[config.mk]
export PLATFORM = sky130hd
export DESIGN_NAME = spa_regs
export DESIGN_NICKNAME = d
export VERILOG_FILES = /design/src/rtl/spa_pkg.sv /design/src/rtl/spa_regs.sv
export SDC_FILE = /design/constraint.sdc
export NUM_CORES = 1
export LEC_CHECK = 0
export ABC_AREA = 1
export BUFFER_PORTS_ARGS = -buffer_cell sky130_fd_sc_hd__clkbuf_2
export CORE_ASPECT_RATIO = 1.1
export CORE_UTILIZATION = 45
export CTS_BUF_LIST = sky130_fd_sc_hd__clkbuf_8 sky130_fd_sc_hd__clkbuf_16
export DETAILED_ROUTE_END_ITERATION = 8
export HOLD_SLACK_MARGIN = 0.1
export MAX_ROUTING_LAYER = met4
export PLACE_DENSITY = 0.92
export SKIP_CTS_REPAIR_TIMING = 1
export SYNTH_ARGS = -nofsm -noshare
export SYNTH_HDL_FRONTEND = slang
export SYNTH_SLANG_ARGS = --single-unit
[constraint.sdc]
create_clock -name clk -period 2.7 [get_ports clk]
set_clock_uncertainty 0.2 [all_clocks]
set_input_delay 0.135 -clock clk [delete_from_list [all_inputs] [get_ports clk]]
set_output_delay 0.135 -clock clk [all_outputs]
set_load 0.02 [all_outputs]
[src/rtl/spa_pkg.sv]
// Shared constants and types of the spectrum averaging and peak hold block.
// Used by the item interfaces, the register file and the top level.
// Depends on nothing.
package spa_pkg;

    // Store geometry and field widths
    localparam int MAX_BINS  = 4096;
    localparam int MAG_BITS  = 24;
    localparam int BIN_BITS  = $clog2(MAX_BINS);
    localparam int ADDR_BITS = $clog2(2 * MAX_BINS);
    localparam int STORE_DEPTH = 2 * MAX_BINS;

    // Q0.16 coefficients, 17 bits so that 1.0 fits
    localparam int Q_BITS = 17;
    localparam logic [Q_BITS-1:0] Q_ONE = 17'h10000;

    // Product and sum widths of the fixed point datapath
    localparam int PROD_BITS = MAG_BITS + Q_BITS;
    localparam int SUM_BITS  = PROD_BITS + 1;

    // Configuration port
    localparam int CFG_ADDR_BITS = 5;
    localparam int CFG_DATA_BITS = 32;
    localparam int CFG_IDX_BITS  = 3;

    // Register indexes (byte address is four times the index)
    localparam logic [CFG_IDX_BITS-1:0] REG_PAUSE      = 3'd0;
    localparam logic [CFG_IDX_BITS-1:0] REG_SMOOTH     = 3'd1;
    localparam logic [CFG_IDX_BITS-1:0] REG_AVG_WEIGHT = 3'd2;
    localparam logic [CFG_IDX_BITS-1:0] REG_PEAK_HOLD  = 3'd3;
    localparam logic [CFG_IDX_BITS-1:0] REG_REF_FREEZE = 3'd4;
    localparam logic [CFG_IDX_BITS-1:0] REG_PEAK_DECAY = 3'd5;

    // Reset values of the coefficient registers
    localparam logic [Q_BITS-1:0] AVG_WEIGHT_RESET = 17'd16384;
    localparam logic [Q_BITS-1:0] PEAK_DECAY_RESET = 17'd64880;

    // Configuration seen by the datapath
    typedef struct packed {
        logic              pause;
        logic              smooth_enable;
        logic [Q_BITS-1:0] average_weight;
        logic              peak_hold;
        logic              reference_freeze;
        logic [Q_BITS-1:0] peak_decay;
    } spa_cfg_t;

    // Request side of the register bus
    typedef struct packed {
        logic                     psel;
        logic                     penable;
        logic                     pwrite;
        logic [CFG_ADDR_BITS-1:0] paddr;
        logic [CFG_DATA_BITS-1:0] pwdata;
    } spa_apb_req_t;

    // Saturate a Q0.16 coefficient to 1.0
    function automatic logic [Q_BITS-1:0] sat_q(input logic [Q_BITS-1:0] v);
        sat_q = (v > Q_ONE) ? Q_ONE : v;
    endfunction

endpackage

[src/rtl/spa_regs.sv]
// Configuration registers of the spectrum averaging block on an APB-style port.
// Depends on spa_pkg for register indexes, reset values and the config struct.
module spa_regs (
    input  logic                                clk,
    input  logic                                rst_n,
    input  spa_pkg::spa_apb_req_t               req,
    output logic [spa_pkg::CFG_DATA_BITS-1:0]   prdata,
    output logic                                pready,
    output spa_pkg::spa_cfg_t                   cfg
);
    import spa_pkg::*;

    spa_cfg_t                cfg_reg;
    logic                    wr_en;
    logic [CFG_IDX_BITS-1:0] idx;

    assign idx    = req.paddr[CFG_ADDR_BITS-1:2];
    assign wr_en  = req.psel && req.penable && req.pwrite;
    assign pready = 1'b1;
    assign cfg    = cfg_reg;

    // Register writes in the access phase
    always_ff @(posedge clk or negedge rst_n)
    begin
        if (!rst_n)
        begin
            cfg_reg.pause            <= 1'b0;
            cfg_reg.smooth_enable    <= 1'b0;
            cfg_reg.average_weight   <= AVG_WEIGHT_RESET;
            cfg_reg.peak_hold        <= 1'b0;
            cfg_reg.reference_freeze <= 1'b0;
            cfg_reg.peak_decay       <= PEAK_DECAY_RESET;
        end
        else if (wr_en)
        begin
            unique case (idx)
                REG_PAUSE:      cfg_reg.pause            <= req.pwdata[0];
                REG_SMOOTH:     cfg_reg.smooth_enable    <= req.pwdata[0];
                REG_AVG_WEIGHT: cfg_reg.average_weight   <= req.pwdata[Q_BITS-1:0];
                REG_PEAK_HOLD:  cfg_reg.peak_hold        <= req.pwdata[0];
                REG_REF_FREEZE: cfg_reg.reference_freeze <= req.pwdata[0];
                REG_PEAK_DECAY: cfg_reg.peak_decay       <= req.pwdata[Q_BITS-1:0];
                default:        ;
            endcase
        end
    end

    // Read back
    always_comb
    begin
        prdata = '0;
        unique case (idx)
            REG_PAUSE:      prdata[0]          = cfg_reg.pause;
            REG_SMOOTH:     prdata[0]          = cfg_reg.smooth_enable;
            REG_AVG_WEIGHT: prdata[Q_BITS-1:0] = cfg_reg.average_weight;
            REG_PEAK_HOLD:  prdata[0]          = cfg_reg.peak_hold;
            REG_REF_FREEZE: prdata[0]          = cfg_reg.reference_freeze;
            REG_PEAK_DECAY: prdata[Q_BITS-1:0] = cfg_reg.peak_decay;
            default:        prdata             = '0;
        endcase
    end
endmodule

Word level (Yosys, flattened, before mapping)
Index checks and enable logic that the tools add are counted.
{ "totals": {"latch_bits": 0, "reg_bits": 38, "ramBits": 0, "mem_count": 0, "romBits": 0, "output_inout_bits": 71, "elab_cells": 22} }
{ "op_classes": {"n_lt_le_gt_ge": 0, "div": 0, "mux": 2, "mul": 0, "reduce_logical": 9, "addsub": 0, "n_eq_ne": 5, "shifts": 0, "n_bitwise": 0} }
{ "op_table": {"columns": ["cell", "count"], "rows": [
  ["$pmux W16 S2", 1],
  ["$reduce_and A2 Y1", 6],
  ["$eq A3 B2 Y1 const B", 2],
  ["$eq A3 B3 Y1 const B", 2],
  ["$pmux W1 S6", 1],
  ["$eq A3 B1 Y1 const B", 1],
  ["$logic_not A3 Y1", 1],
  ["$logic_and A1 B1 Y1", 2]
]} }

Depth between registers and ports, before layout
{ "depth": {"word_depth": 3, "mapped_depth": 7} }

Worst setup path before layout
No wires, ideal clock.
{ "synth_timing": {"path_kind": "input-to-output", "from": "in req[35] (netlist bit)", "to": "out prdata[12] (netlist bit)", "stages": 5, "t_required_ns": 2.365, "path_buffers": 2, "setup_slack_ns": 1.292, "arrival_time_ns": 1.073, "cell_sequence": "buf_2 > inv_2 > nand3_4 > buf_2 > o22ai_1"} }
{ "synth_via": {"elab_chain_len": 2, "word_cells_on_any_way": 3, "cone_classes": "2 x eq/ne; 1 x mux"} }
{ "synth_lines": {"columns": ["item", "line_no", "text"], "rows": [
  ["start, declared", "spa_regs.sv:6", "input spa_pkg::spa_apb_req_t req,"],
  ["$eq A3 B3 Y1 / $eq A3 B2 Y1 (equally long branches)", "spa_regs.sv:52", "unique case (idx)"],
  ["$pmux W16 S2 (*)", "spa_regs.sv:52", null],
  ["end, declared", "spa_regs.sv:7", "output logic [spa_pkg::CFG_DATA_BITS-1:0] prdata,"]
]} }
Every way passes the cells marked *; elsewhere a longest branch is shown, timed or not.

Final worst setup path
{ "layout_timing": {"from": "in req[36] (netlist bit)", "to": "out prdata[1] (netlist bit)"} }
Same word-level chain as after synthesis.

==> results.sh <==
export IMPL_required_ps=2370
export IMPL_post_route_min_period_ps=1990
export IMPL_num_rows=25
export IMPL_fmax_mhz=503
export IMPL_start_kind="input pin"
export IMPL_holdCritPathClass="input pin to flip-flop"
export IMPL_hpwl_mm=2.98
export IMPL_synthTopCellsByCount="47 x nand2_1, 37 x inv_1, 27 x dfrtp_1"
export IMPL_synth_most_common_cell="nand2_1"
export IMPL_slowest_stage="dlygate4sd3_1"
export IMPL_die_y_um=71.8
export IMPL_holdWs_ps=36.1
export IMPL_cts_clk_slew_worst_paths_ps=70
export IMPL_initial_utilization_pct=46.5
export IMPL_ys_warn_count=0
export IMPL_n_fill_cell=374
export IMPL_rsz0062_at_grt="false"
export IMPL_yosys_cell_types_count=22
export IMPL_clock_sinks=38
export IMPL_peakVddDrop_uv=302
export IMPL_dr_pass1_iters=4
export IMPL_num_antenna_cells=0
export IMPL_grt_pass1_wl_mm=6.96
export IMPL_critPathMaxFanout=18
export IMPL_largest_reg_flops=38
export IMPL_arrival_ps=1650
export IMPL_critPathTopFamily="buffers and inverters"
export IMPL_max_stage_delay_ps=530
export IMPL_cts_root_buf="clkbuf_8"
export IMPL_final_nets=363
export IMPL_slew_viol_final=0
export IMPL_synth_area_top_cells="dfrtp_1 34%, dfstp_2 14%, nand2_1 8.8%"
export IMPL_syn_inst=226
export IMPL_synth_flop_cell="dfrtp_1"
export IMPL_worst_setup_path_type="input pin to primary output"
export IMPL_synth_seq_area_share_pct=48.4
export IMPL_crit_chain="dlygate4sd3_1, clkbuf_2, nor2_4, nand2_4, o22ai_1, clkbuf_2"
export IMPL_crit_buf_inv=3
export IMPL_worst_setup_path_end_kind="primary output"
export IMPL_synth_avg_cell_area_um2=8.82
export IMPL_cts_tree="yes"
export IMPL_r2r_end="cfg[10]"
export IMPL_synth_edf_count=0
export IMPL_power_density_mw_per_mm2=778
export IMPL_ant_nets=0
export IMPL_setup_violations=0
export IMPL_drt_initial_drc_count=111
export IMPL_async_reset_ff_share_pct=100
export IMPL_post_route_period_util_pct=73.7
export IMPL_core_area_mm2=0.00429
export IMPL_path_common_cell="clkbuf_2"
export IMPL_via_per_inst=4.74
export IMPL_area_growth_pct=33.1
export IMPL_cts_inserted_buffers=5
export IMPL_h_tree_depth=2
export IMPL_synth_top_area_share_pct=33.9
export IMPL_min_to="cfg[17]"
export IMPL_finalHoldViolCount=0
export IMPL_status="finished clean"
export IMPL_reg2reg_depth=2
export IMPL_route_vias_total=1783
export IMPL_totalWireLength_mm=4.59
export IMPL_clk_latency_ps=280
export IMPL_whs_path_depth=5
export IMPL_p_leak_uw=0.00142
export IMPL_route_detailed_drc=0
export IMPL_grt_overflow_total=0
export IMPL_io_buffers=79
export IMPL_die_area_mm2=0.00470
export IMPL_hp_start="req[39]"
export IMPL_reg2reg_slack_ps=1710
export IMPL_die_x_um=65.5
export IMPL_syn_cell_area_mm2=0.00199
export IMPL_tightest_slew_ps=941
export IMPL_wire_per_inst_um=12.2
export IMPL_maxSlewHeadroom_pct=37.2
export IMPL_layout_drive_gt1_share_pct=36.6
export IMPL_antenna_found_initial=0
export IMPL_clock_path_buffers=2
export IMPL_gp_congestion=0.849
export IMPL_r2r_start="cfg[10]"
export IMPL_ys_ff_latch=38
export IMPL_ios=113
export IMPL_yosysTopAreaCell="dfrtp_1"
export IMPL_grt_use_total_pct=19.9
export IMPL_drv_cap=0
export IMPL_tns_ps=0
export IMPL_grt_pass1_vias=1537
export IMPL_grt_max_degree=39
-- cell families (layout without fill, tap and decap cells) --
logic type	count (synthesis)	after routing	synth area share [%]
AOI/OAI and AO/OA	53	53	16.8
other	2	16	0.377
DFF	38	38	48.4
buffers and inverters	64	146	17.6
and+or+nand+nor	69	69	16.9
-- how the worst max path moves through the flow --
stage          cells past startpoint  startpoint  slack, ps         end
4_1_cts                            3     cfg[14]       1100  prdata[14]
3_3_place_gp                       5     req[35]       1000      cfg[0]
5_1_grt                            6     req[36]        660   prdata[7]
2_1_floorplan                      5     req[35]       1290  prdata[12]
3_5_place_dp                       6     req[35]        960      cfg[8]
6_report                           6     req[36]        710   prdata[1]
-- worst min-delay path: stages --
cell and delay, ps:
clkbuf_2 90, nand2_1 60, nor2_1 70, nand3_1 80
nand2_1 50
-- routing by layer --
| metal | wire length, µm | vias up | share of wire (%) | GRT usage [%] |
|---|---|---|---|---|
| met3 | 236 | 8 | 5.1 | 5.10 |
| li1 | - | 878 | - | - |
| met2 | 2290 | 68 | 50 | 31.4 |
| met5 | 0 | - | 0 | - |
| met4 | 68 | 0 | 1.5 | 7.25 |
| met1 | 2000 | 829 | 44 | 24.5 |
-- power by group --
group,internal [µW],switching (µW),total [µW],leakage (µW)
clock network,394,201,595,0.0000714
registers,728,72.1,800,0.000428
logic,228,442,671,0.000925
-- placed cells by master, fill, tap and decap left out, drive strengths merged --
cell type and n:
nand4 1, conb 16, dlygate4sd3 21, o22ai 16, nor3 1, inv 38
dfstp 11, dfrtp 27, nand2 48, nand3 8, o21ai 37, bufinv 2
nor2 11, clkbuf 85
-- metrics by stage --
step                      util [%]  area (µm²)  setup WS, ps  std cells  total power [µW]
after floorplan                  -        2050          1290        240              1250
after global placement        53.7        2300          1000        347              1440
after detailed placement      53.7        2300           964        347              1460
after CTS                     57.1        2440          1100        355              2060
after global routing          62.0        2660           656        376              2170
final                         62.0        2660           711        376              2070
-- area by class of cell --
type                            instances  area, µm²  area share, %
Tap cell                               54       67.6           2.54
Inverter                               38        143           5.37
Clock buffer                            6       82.6           3.11
Clock inverter                          2       60.1           2.26
Multi-Input combinational cell        138        732           27.6
Sequential cell                        38        965           36.3
Timing Repair Buffer                  100        606           22.8
No activity file was read; power rests on OpenSTA's default activity.
